**src/hdl/bba_pkg.sv**
```systemverilog
`default_nettype none
// ---------------------------------------------------------------------------
// bba_pkg : shared definitions for the brian's brain automaton
// cell state codes, mode and register codes, colors, the sequencer state
// type and the neighborhood window handed to the rule unit
// ---------------------------------------------------------------------------
package bba_pkg;

   // default grid store dimensions
   localparam int DEF_MAX_COLS = 256;
   localparam int DEF_MAX_ROWS = 256;

   // field widths
   localparam int DIM_W   = 9;
   localparam int CNT_W   = 17;
   localparam int COLOR_W = 32;

   // cell states
   typedef logic [1:0] cell_state_type;
   localparam cell_state_type ST_OFF   = 2'd0;
   localparam cell_state_type ST_FIRE  = 2'd1;
   localparam cell_state_type ST_DYING = 2'd2;

   // request modes
   localparam logic [1:0] MODE_WRITE = 2'd0;
   localparam logic [1:0] MODE_READ  = 2'd1;
   localparam logic [1:0] MODE_STEP  = 2'd2;

   // register indexes
   localparam logic [1:0] REG_GRID_COLS = 2'd0;
   localparam logic [1:0] REG_GRID_ROWS = 2'd1;
   localparam logic [1:0] REG_THRESHOLD = 2'd2;

   // register reset values
   localparam logic [DIM_W-1:0] RST_GRID_COLS = 9'd256;
   localparam logic [DIM_W-1:0] RST_GRID_ROWS = 9'd256;
   localparam logic [CNT_W-1:0] RST_THRESHOLD = 17'd8;

   // pixel colors
   localparam logic [COLOR_W-1:0] COLOR_OFF   = 32'hFF000000;
   localparam logic [COLOR_W-1:0] COLOR_FIRE  = 32'hFFFFFFFF;
   localparam logic [COLOR_W-1:0] COLOR_DYING = 32'hFF2244AA;

   // an off cell fires with exactly this many firing neighbors
   localparam logic [3:0] BIRTH_NEIGHBOURS = 4'd2;

   // saturation point of the firing count
   localparam logic [CNT_W-1:0] COUNT_MAX = '1;

   // sequencer states
   typedef enum logic [2:0] {
      FSM_CLEAR,
      FSM_IDLE,
      FSM_READ,
      FSM_STEP_RUN,
      FSM_STEP_DRAIN,
      FSM_STEP_DONE
   } fsm_state_type;

   // 3x3 neighborhood of one cell: eight neighbor fire bits and the center
   typedef struct packed {
      logic [7:0]     nbr_fire;
      cell_state_type center;
      logic           in_grid;
   } window_type;

   // pixel color of a cell state
   function automatic logic [COLOR_W-1:0] color_of(input cell_state_type s);
      logic [COLOR_W-1:0] c;
      case (s)
         ST_FIRE:  c = COLOR_FIRE;
         ST_DYING: c = COLOR_DYING;
         default:  c = COLOR_OFF;
      endcase
      return c;
   endfunction

endpackage
`default_nettype wire

```
**src/hdl/bba_rule.sv**
```systemverilog
`default_nettype none
// ---------------------------------------------------------------------------
// bba_rule : next-state rule for one cell
// counts the firing neighbors of the window and applies the three-state
// rule; cells outside the active grid always go off
// ---------------------------------------------------------------------------
module bba_rule (
   input  bba_pkg::window_type     win,
   output bba_pkg::cell_state_type next_state
);
   import bba_pkg::*;

   logic [3:0] fire_sum;

   // firing neighbor count
   always_comb begin
      fire_sum = '0;
      for (int i = 0; i < 8; i++) begin
         fire_sum = fire_sum + 4'(win.nbr_fire[i]);
      end
   end

   // state transition
   always_comb begin
      if (!win.in_grid) begin
         next_state = ST_OFF;
      end else begin
         case (win.center)
            ST_FIRE:  next_state = ST_DYING;
            ST_DYING: next_state = ST_OFF;
            default:  next_state = (fire_sum == BIRTH_NEIGHBOURS) ? ST_FIRE : ST_OFF;
         endcase
      end
   end

endmodule
`default_nettype wire
```
**config.mk**
```make
export PLATFORM = sky130hd
export DESIGN_NAME = bba_rule
export DESIGN_NICKNAME = d
export VERILOG_FILES = /design/src/hdl/bba_pkg.sv /design/src/hdl/bba_rule.sv
export SDC_FILE = /design/constraint.sdc
export NUM_CORES = 1
export LEC_CHECK = 0
export ABC_AREA = 1
export BUFFER_PORTS_ARGS = -buffer_cell sky130_fd_sc_hd__clkbuf_2
export CAP_MARGIN = 20
export CORE_AREA = 10 10 47 49
export DETAILED_ROUTE_END_ITERATION = 8
export DIE_AREA = 0 0 57 59
export PLACE_DENSITY_LB_ADDON = 0.12
export SLEW_MARGIN = 30
export SYNTH_ARGS = -nofsm -noshare
export SYNTH_HDL_FRONTEND = slang
export SYNTH_SLANG_ARGS = --single-unit
```
**constraint.sdc**
```tcl
create_clock -name vclk -period 4.7
set_input_delay 0.94 -clock vclk [all_inputs]
set_output_delay 0.94 -clock vclk [all_outputs]
set_load 0.005 [all_outputs]
```
# After elaboration in Yosys (flattened, before gate mapping)
# Cells that the tools add are included.
# classes
n_eq_ne,3
mux,3
n_addsub,7
# ops
op,count
adder 4 x 1 -> 4 bit,4
adder 3 x 1 -> 4 bit,1
"equality test 4 x 2 -> 1 bit, second input constant",1
one-hot mux 2 bit (2 select lines),1
adder 2 x 1 -> 3 bit,1
adder 1 x 1 -> 2 bit,1
"equality test 2 x 1 -> 1 bit, second input constant",1
"equality test 2 bit, second input constant",1
2-to-1 mux 2 bit,1
2-to-1 mux 1 bit,1
# word_totals
regBits,0
wordCells,13
out_inout_bits,2
in_bits,11

# Depth between registers and ports, before layout
# Gate-level depths: netlist (run 1).
# logic_depth
ltp_word,11
depth_mapped,11

# Least setup slack after synthesis (run 1)
# Ideal clock, no wire load.
# synth_path
path_kind,input to output
startpoint,in win[3] (netlist bit)
endpoint,out next_state[0]
slack_ns,0.347
path_stages,10
t_arrival_ns,3.413
t_required_ns,3.760
path_buffers,0
cell_sequence,inv_1 -> fa_1 -> fa_1 -> fa_1 -> inv_1 -> ha_1 -> fa_1 -> nand2_1 -> nand3b_1 -> nor2_1
# synth_between
elab_chain_len,11
# synth_lines
item,line_no,text
from (decl),bba_rule.sv:8,"input bba_pkg::window_type win,"
adder 1 x 1 -> 2 bit,bba_rule.sv:19,fire_sum = fire_sum + 4'(win.nbr_fire[i]);
adder 2 x 1 -> 3 bit,bba_rule.sv:19,
adder 3 x 1 -> 4 bit,bba_rule.sv:19,
adder 4 x 1 -> 4 bit (4 in a row),bba_rule.sv:19,
equality test 4 x 2 -> 1 bit,bba_rule.sv:31,default: next_state = (fire_sum == BIRTH_NEIGHBOURS) ? ST_FIRE : ST_OFF;
2-to-1 mux 1 bit,bba_rule.sv:31,
one-hot mux 2 bit (2 select lines),bba_rule.sv:28,case (win.center)
2-to-1 mux 2 bit,bba_rule.sv:25,if (!win.in_grid) begin
to (decl),bba_rule.sv:9,output bba_pkg::cell_state_type next_state
# Every way passes these cells.

# Final worst setup path (run 1)
# Ends and elaborated chain as after synthesis.

==> results.yml, run 1 <==
synth:
  synth_top_cell_by_area: "fa_1"
  synthesis.nets: 52
  synth_area_leaders: "fa_1 (35%), inv_1 (26%), ha_1 (22%)"
  syn-cell-area_um2: 231.5
  synth_top_area_share_pct: 34.59
  ys_seq_area_share_pct: 0
  netlist_instances: 33
  syn_area_per_cell_um2: 7.014
  ys_warn_count: 0
  synthDistinctLibCells: 8
detailed_routing:
  totalWireLength_um: 447
  ant_nets: 0
  firstDrtPassIters: 1
  viasPerCell: 3.548
  vias: 220
  wire_per_inst_um: 7.210
  drt_iter0_drc: 0
  drc: 0
global_route:
  grtUsageMet3_pct: 0.6438
  overflow: 0
  grt_util_met2_pct: 4.341
  busiest_layer: "met2"
  grt_usage_pct: 2.515
  grt_pass1_wl_um: 786
  antenna_found_initial: 0
  grt_use_met1_pct: 3.237
  grt_max_degree: 3
  grt_pass1_vias: 191
timing:
  final-max-slew-violation-count: 0
  max_freq_ghz: 0.2189
  fin_crit_ps: 4568
  rsz0062_at_grt: "no"
  slew_headroom_pct: 92.69
  setup_slack_ps: 132.2
  hold_viol: 0
  finalCritPeriodShare_pct: 97.19
  fin_tns_setup_ps: 0
  worst_pin_slew_ps: 109.6
  setup_viol: 0
final_layout:
  stdcell_count: 62
  clockBufferCount: 0
  fillers: 170
  final_area_um2: 319.1
  antenna_cells: 0
  drive_above_1_share_pct: 32.61
  flops_and_latches: 0
  ff_latch_area_um2: 0
  multi_input_area_um2: 173.9
  areaGrowthSynthToFinish_pct: 37.84
  final_nets: 67
critical_path:
  crit_required_ps: 3760
  cp_cell_sequence: "clkbuf_2 > inv_1 > fa_1 > fa_1 > fa_1 > inv_1 > ha_2 > fa_1 > nand2_1 > nand3b_1 > nor2_1 > clkbuf_2"
  cp.arrival_ps: 3630
  critical_path_class: "input port to primary output"
  slowest_stage: "fa_1"
  crit_top_cell: "fa_1"
  cp_max_fo: 2
  slowest_delay_ps: 550
  worstSetupEndpointType: "primary output"
  start_kind: "input port"
die:
  io-pin-count: 13
  core_region_area_mm2: 0.001401
  initial_core_util_pct: 16.52
  die_x_um: 57
  rows: 14
  die_h_um: 59
  design.die.area_mm2: 0.003363
pwr:
  p_int_mw: 0.02239
  switchingPower_mw: 0.02268
  p_leak_nw: 0.2160
  p_clk_share_pct: 0
  switching_share_pct: 50.32
  p_seq_share_pct: 0
  power_per_cell_area_mw_per_mm2: 141.3
  p_comb_share_pct: 100.0
  ir_drop_mv: 0.03545
place:
  port_buffers: 13
  placed_area_um2: 316.6
  dpl.cell_count: 62
  dp_hpwl_um: 447.6
  gp_congestion: 0.6101
  pre_cts_slack_ps: 79.23
run_status:
  status: "complete, no violations"
run:
  drv_cap: 0
clocking:
  cts_setup_buffers: 0
worst_hold_path:
  hp-class: "input port to primary output"
[repair_timing]
item / in CTS / in global routing
setup endpoints to repair: 0 / 1
resized for setup: 0 / 1
hold buffers: 0 / 0
[cell usage in the layout (no fill, tap or decap)]
| cell | instances |
|---|---|
| a21oi_1 | 1 |
| clkbuf_2 | 13 |
| fa_1 | 4 |
| ha_1 | 3 |
| ha_2 | 1 |
| inv_1 | 16 |
| nand2_1 | 4 |
| nand3b_1 | 1 |
| nor2_1 | 2 |
| nor2_2 | 1 |
[stage by stage]
stage	hold slack, ps	total power [mW]	utilization [%]
finish	2152	0.04508	22.77
global route	2181	0.05496	22.77
CTS	2156	0.04637	22.59
detailed placement	2156	0.04624	22.59
global placement	2155	0.04649	22.59
floorplan	1959	0.03341	-
[logic make-up (layout without fill, tap and decap cells)]
group / count (synthesis) / count (layout) / synth area share [%]
AO/OA/AOI/OAI: 1 / 1 / 2.160
AND/OR/NAND/NOR: 8 / 8 / 15.68
buffers and inverters: 16 / 29 / 25.95
adder cells (fa/ha/maj): 8 / 8 / 56.22
[cell usage after synthesis (all sizes together)]
library cell  number
nor2               3
inv               16
nand3b             1
fa                 4
a21oi              1
ha                 4
nand2              4
[final timing paths]
kind	start	endpoint	slack, ps	depth (start not counted)
setup / recovery	win[3]	next_state[0]	130	12
hold / removal	win[0]	next_state[1]	2150	4
[final cells by class]
type	count	share of cell area (%)
inverter	16	18.82
multi-input combinational	17	54.51
tap	16	6.275
timing repair buffer	13	20.39
[worst max-delay path, delay by kind of cell]
kind                     cells  cell delay [ps]
adder cells (fa/ha/maj)      5             2120
buffers and inverters        4              270
AND/OR/NAND/NOR              3              310
[power groups by stage]
stage	Clock, mW	Combinational (mW)	Sequential [mW]
floorplan	0	0.0334	0
global placement	0	0.0465	0
detailed placement	0	0.0462	0
CTS	0	0.0464	0
global route	0	0.0550	0
finish	0	0.0451	0
[routing by layer]
layer  wire length (µm)  up-vias
met1                196      100
met4                  0        0
met2                221        5
met3                 30        0
li1                   -      115
met5                  0        -
No activity file was read; power rests on OpenSTA's default activity.
==> run 2: changes to the inputs <==
--- a/config.mk
+++ b/config.mk
@@ -16,3 +16,4 @@
 export SYNTH_ARGS = -nofsm -noshare
 export SYNTH_HDL_FRONTEND = slang
 export SYNTH_SLANG_ARGS = --single-unit
+export TNS_END_PERCENT = 30
==> constraint.sdc (replaced) <==
create_clock -name vclk -period 4.7
set_input_delay 0.94 -clock vclk [all_inputs]
set_output_delay 0.94 -clock vclk [all_outputs]
set_load 0.02 [all_outputs]
==> run 2 against run 1 <==
  * Non-clock buffer count unchanged
  * Hold slack gained 47 ps
  * Via count is the same
  * Design area grew 0.78%
  * Combinational power rose by 4.7%
  * Die area stayed put
  * Power is 4.6% higher
  * Routed wire length increased by 2.2%
  * Setup slack worse by 35 ps
  * Flip-flop and latch count did not move
  * Cell count stayed put
  * Largest cell class unchanged
  * Largest power group unchanged
==> results.yml, run 2 (same netlist as run 1, synthesis figures left out) <==
run_status:
  status: "complete, no violations"
detailed_routing:
  drc: 0
  vias: 220
  ant_nets: 0
  drt_iter0_drc: 0
  viasPerCell: 3.548
  firstDrtPassIters: 1
  totalWireLength_um: 457
  wire_per_inst_um: 7.371
global_route:
  grt_pass1_wl_um: 821
  grt_pass1_vias: 199
  antenna_found_initial: 0
  grt_usage_pct: 2.644
  grt_max_degree: 3
  overflow: 0
run:
  drv_cap: 0
critical_path:
  crit_required_ps: 3760
  cp_max_fo: 2
  worstSetupEndpointType: "primary output"
  crit_start: "win[3]"
  cp.arrival_ps: 3660
  critical_path_class: "input port to primary output"
  start_kind: "input port"
timing:
  max_freq_ghz: 0.2173
  final-max-slew-violation-count: 0
  fin_tns_setup_ps: 0
  finalCritPeriodShare_pct: 97.94
  setup_viol: 0
  hold_viol: 0
  worst_pin_slew_ps: 124.3
  fin_crit_ps: 4603
  holdWs_ps: 2199
  rsz0062_at_grt: "no"
  slew_headroom_pct: 91.75
place:
  gp_congestion: 0.6054
  port_buffers: 13
  dp_hpwl_um: 457.8
final_layout:
  multi_input_area_um2: 173.9
  drive_above_1_share_pct: 32.61
  flops_and_latches: 0
  fillers: 176
  layout_commonest_cell: "inv_1"
  clockBufferCount: 0
  final_nets: 67
  areaGrowthSynthToFinish_pct: 38.92
  ff_latch_area_um2: 0
  layout_common_cells: "inv_1 (16), clkbuf_2 (12), nand2_1 (4), fa_1 (4), ha_1 (3)"
  antenna_cells: 0
die:
  core_region_area_mm2: 0.001401
  initial_core_util_pct: 16.52
  io-pin-count: 13
  die_x_um: 57
  design.die.area_mm2: 0.003363
  rows: 14
  die_h_um: 59
worst_hold_path:
  min-delay-start: "win[0]"
  hp-class: "input port to primary output"
clocking:
  cts_setup_buffers: 0
  cts_resized: 0
  cts_hold_buffers: 0
pwr:
  ir_drop_mv: 0.02957
  power_per_cell_area_mw_per_mm2: 146.7
  p_leak_nw: 0.2168
## run 2: critical path, stage by stage
cell	delay, ps
clkbuf_2	80
inv_1	40
fa_1	550
fa_1	430
fa_1	490
inv_1	40
ha_2	170
fa_1	470
nand2_1	50
nand3b_1	150
nor2_1	110
buf_4	140
## run 2: per-layer routing
layer	GRT usage (%)	vias to the layer above	share of wire, %
met5	0	-	0
met4	0	0	0
met3	0.6438	0	6.8
met2	4.496	5	49
met1	3.473	100	44
li1	-	115	-
## run 2: cell type report
class	instances	area share, %
well taps	16	6.226
inverters	16	18.68
multi-input cells	17	54.09
repair buffers	13	21.01
## run 2: stage by stage
stage	cell area [µm²]	std cells	utilization, %	total power [mW]	worst slack (ps)
5_1_grt	321.6	62	22.95	0.05763	0.7310
3_5_place_dp	316.6	62	22.59	0.04779	22.12
6_report	321.6	62	22.95	0.04716	97.01
2_1_floorplan	231.5	33	-	0.03486	163.0
4_1_cts	316.6	62	22.59	0.04799	16.52
3_3_place_gp	316.6	62	22.59	0.04786	12.11
## run 2: worst paths after layout
check,end,depth (start not counted)
setup / recovery,next_state[0],12
hold / removal,next_state[1],4
## run 2: power by group
group          internal, mW  switching [mW]
combinational        0.0229          0.0242
clock                     0               0
sequential                0               0
total                0.0229          0.0242
==> run 3: changes to the inputs <==
--- a/config.mk
+++ b/config.mk
@@ -8,9 +8,9 @@
 export ABC_AREA = 1
 export BUFFER_PORTS_ARGS = -buffer_cell sky130_fd_sc_hd__clkbuf_2
 export CAP_MARGIN = 20
-export CORE_AREA = 10 10 47 49
+export CORE_AREA = 3 3 40 42
 export DETAILED_ROUTE_END_ITERATION = 8
-export DIE_AREA = 0 0 57 59
+export DIE_AREA = 0 0 43 45
 export PLACE_DENSITY_LB_ADDON = 0.12
 export SLEW_MARGIN = 30
 export SYNTH_ARGS = -nofsm -noshare
==> run 3 against run 2 <==
  * Hold slack got worse by 8.0 ps
  * Cell count decreased by 1.6%
  * Core utilization increased by 2.8 points
  * Combinational power increased by 6.8%
  * First-iteration DRC count unchanged
  * Setup slack improved by 5.6 ps
  * Critical path depth unchanged
  * Die area decreased by 42%
  * Routed wire length decreased by 22%
  * Global-route usage increased by 1.5 points
  * Sequential share of layout area unchanged
  * Critical path type unchanged
  * Largest cell class unchanged
  * Largest power group unchanged
==> results.yml, run 3 (same netlist as run 1, synthesis figures left out) <==
timing:
  final-max-slew-violation-count: 0
  hold_viol: 0
  slew_headroom_pct: 92.15
  fin_crit_ps: 4597
  setup_slack_ps: 102.6
  max_freq_ghz: 0.2175
  finalCritPeriodShare_pct: 97.82
  worst_pin_slew_ps: 118.2
  rsz0062_at_grt: "yes"
  setup_viol: 0
clocking:
  cts_setup_buffers: 0
final_layout:
  final_area_um2: 330.3
  ff_latch_area_um2: 0
  antenna_cells: 0
  clockBufferCount: 0
  flops_and_latches: 0
  layout_common_cells: "inv_1 (16), clkbuf_2 (12), nand2_1 (4), fa_1 (4), ha_1 (3)"
  final_nets: 67
  areaGrowthSynthToFinish_pct: 42.70
  layout_commonest_cell: "inv_1"
  drive_above_1_share_pct: 32.61
detailed_routing:
  drc: 0
  drt_iter0_drc: 0
  totalWireLength_um: 356
  firstDrtPassIters: 1
  viasPerCell: 3.328
  vias: 203
  ant_nets: 0
  wire_per_inst_um: 5.836
pwr:
  p_clk_share_pct: 0
  p_leak_nw: 0.2196
  power_per_cell_area_mw_per_mm2: 152.5
  switching_share_pct: 50.31
  p_seq_share_pct: 0
  p_comb_share_pct: 100.0
  ir_drop_mv: 0.04033
  p_int_mw: 0.02502
  switchingPower_mw: 0.02534
die:
  io-pin-count: 13
  initial_core_util_pct: 18.01
  design.die.area_mm2: 0.001935
  die_h_um: 45
  core_region_area_mm2: 0.001285
  die_x_um: 43
  rows: 13
global_route:
  antenna_found_initial: 0
  grt_max_degree: 3
  grt_pass1_wl_um: 683
  grt_usage_pct: 4.167
  grt_pass1_vias: 191
  overflow: 0
worst_hold_path:
  hp-class: "input port to primary output"
place:
  placed_area_um2: 315.3
  port_buffers: 13
  pre_cts_slack_ps: 30.47
  gp_congestion: 0.7010
  dp_hpwl_um: 351.7
critical_path:
  crit_required_ps: 3760
  cp_max_fo: 2
  cp.arrival_ps: 3660
  start_kind: "input port"
  critical_path_class: "input port to primary output"
  worstSetupEndpointType: "primary output"
run:
  drv_cap: 0
run_status:
  status: "complete, no violations"
==> run 3: worst max-delay path: stages <==
cell,delay [ps]
clkbuf_2,70
inv_1,40
fa_1,550
fa_1,430
fa_1,490
inv_1,60
ha_4,160
fa_1,470
nand2_1,50
nand3b_1,150
nor2_1,90
buf_4,140
==> run 3: path summary, 6_finish.rpt <==
| check | cells past startpoint | slack (ps) | endpoint | from |
|---|---|---|---|---|
| worst max-delay path | 12 | 100 | next_state[0] | win[3] |
| worst min-delay path | 4 | 2190 | next_state[1] | win[0] |
==> run 3: power groups by stage <==
stage / registers [mW] / logic (mW) / clock network, mW
final: 0 / 0.0504 / 0
after global routing: 0 / 0.0602 / 0
after CTS: 0 / 0.0469 / 0
after detailed placement: 0 / 0.0465 / 0
after global placement: 0 / 0.0478 / 0
after floorplan: 0 / 0.0349 / 0
==> run 3: routing by layer <==
layer,share of wire [%],vias up,wire length (µm),GRT usage (%)
li1,-,115,-,-
met1,42,85,148,6.039
met2,54,3,193,7.485
met3,3.9,0,14,0
met4,0,0,0,0
met5,0,-,0,0
==> run 3: through the flow <==
step / power (mW) / hold WS, ps / utilization, % / setup TNS (ps) / std cells
after floorplan: 0.03486 / 2009 / - / 0 / 33
after global placement: 0.04781 / 2198 / 24.54 / 0 / 61
after detailed placement: 0.04647 / 2197 / 24.54 / 0 / 61
after CTS: 0.04687 / 2197 / 24.54 / 0 / 61
after global routing: 0.06020 / 2212 / 25.71 / -2.001 / 61
final: 0.05036 / 2191 / 25.71 / 0 / 61
==> run 3: final cells by class <==
type | instances | area [µm²]
well taps | 15 | 18.77
fillers | 147 | 954.7
repair buffers | 13 | 67.56
multi-input cells | 17 | 183.9
inverters | 16 | 60.06
==> run 3: what timing repair did <==
action | CTS | global route
gates resized for setup | 0 | 4
hold buffers | 0 | 0
setup endpoints to repair | 0 | 1
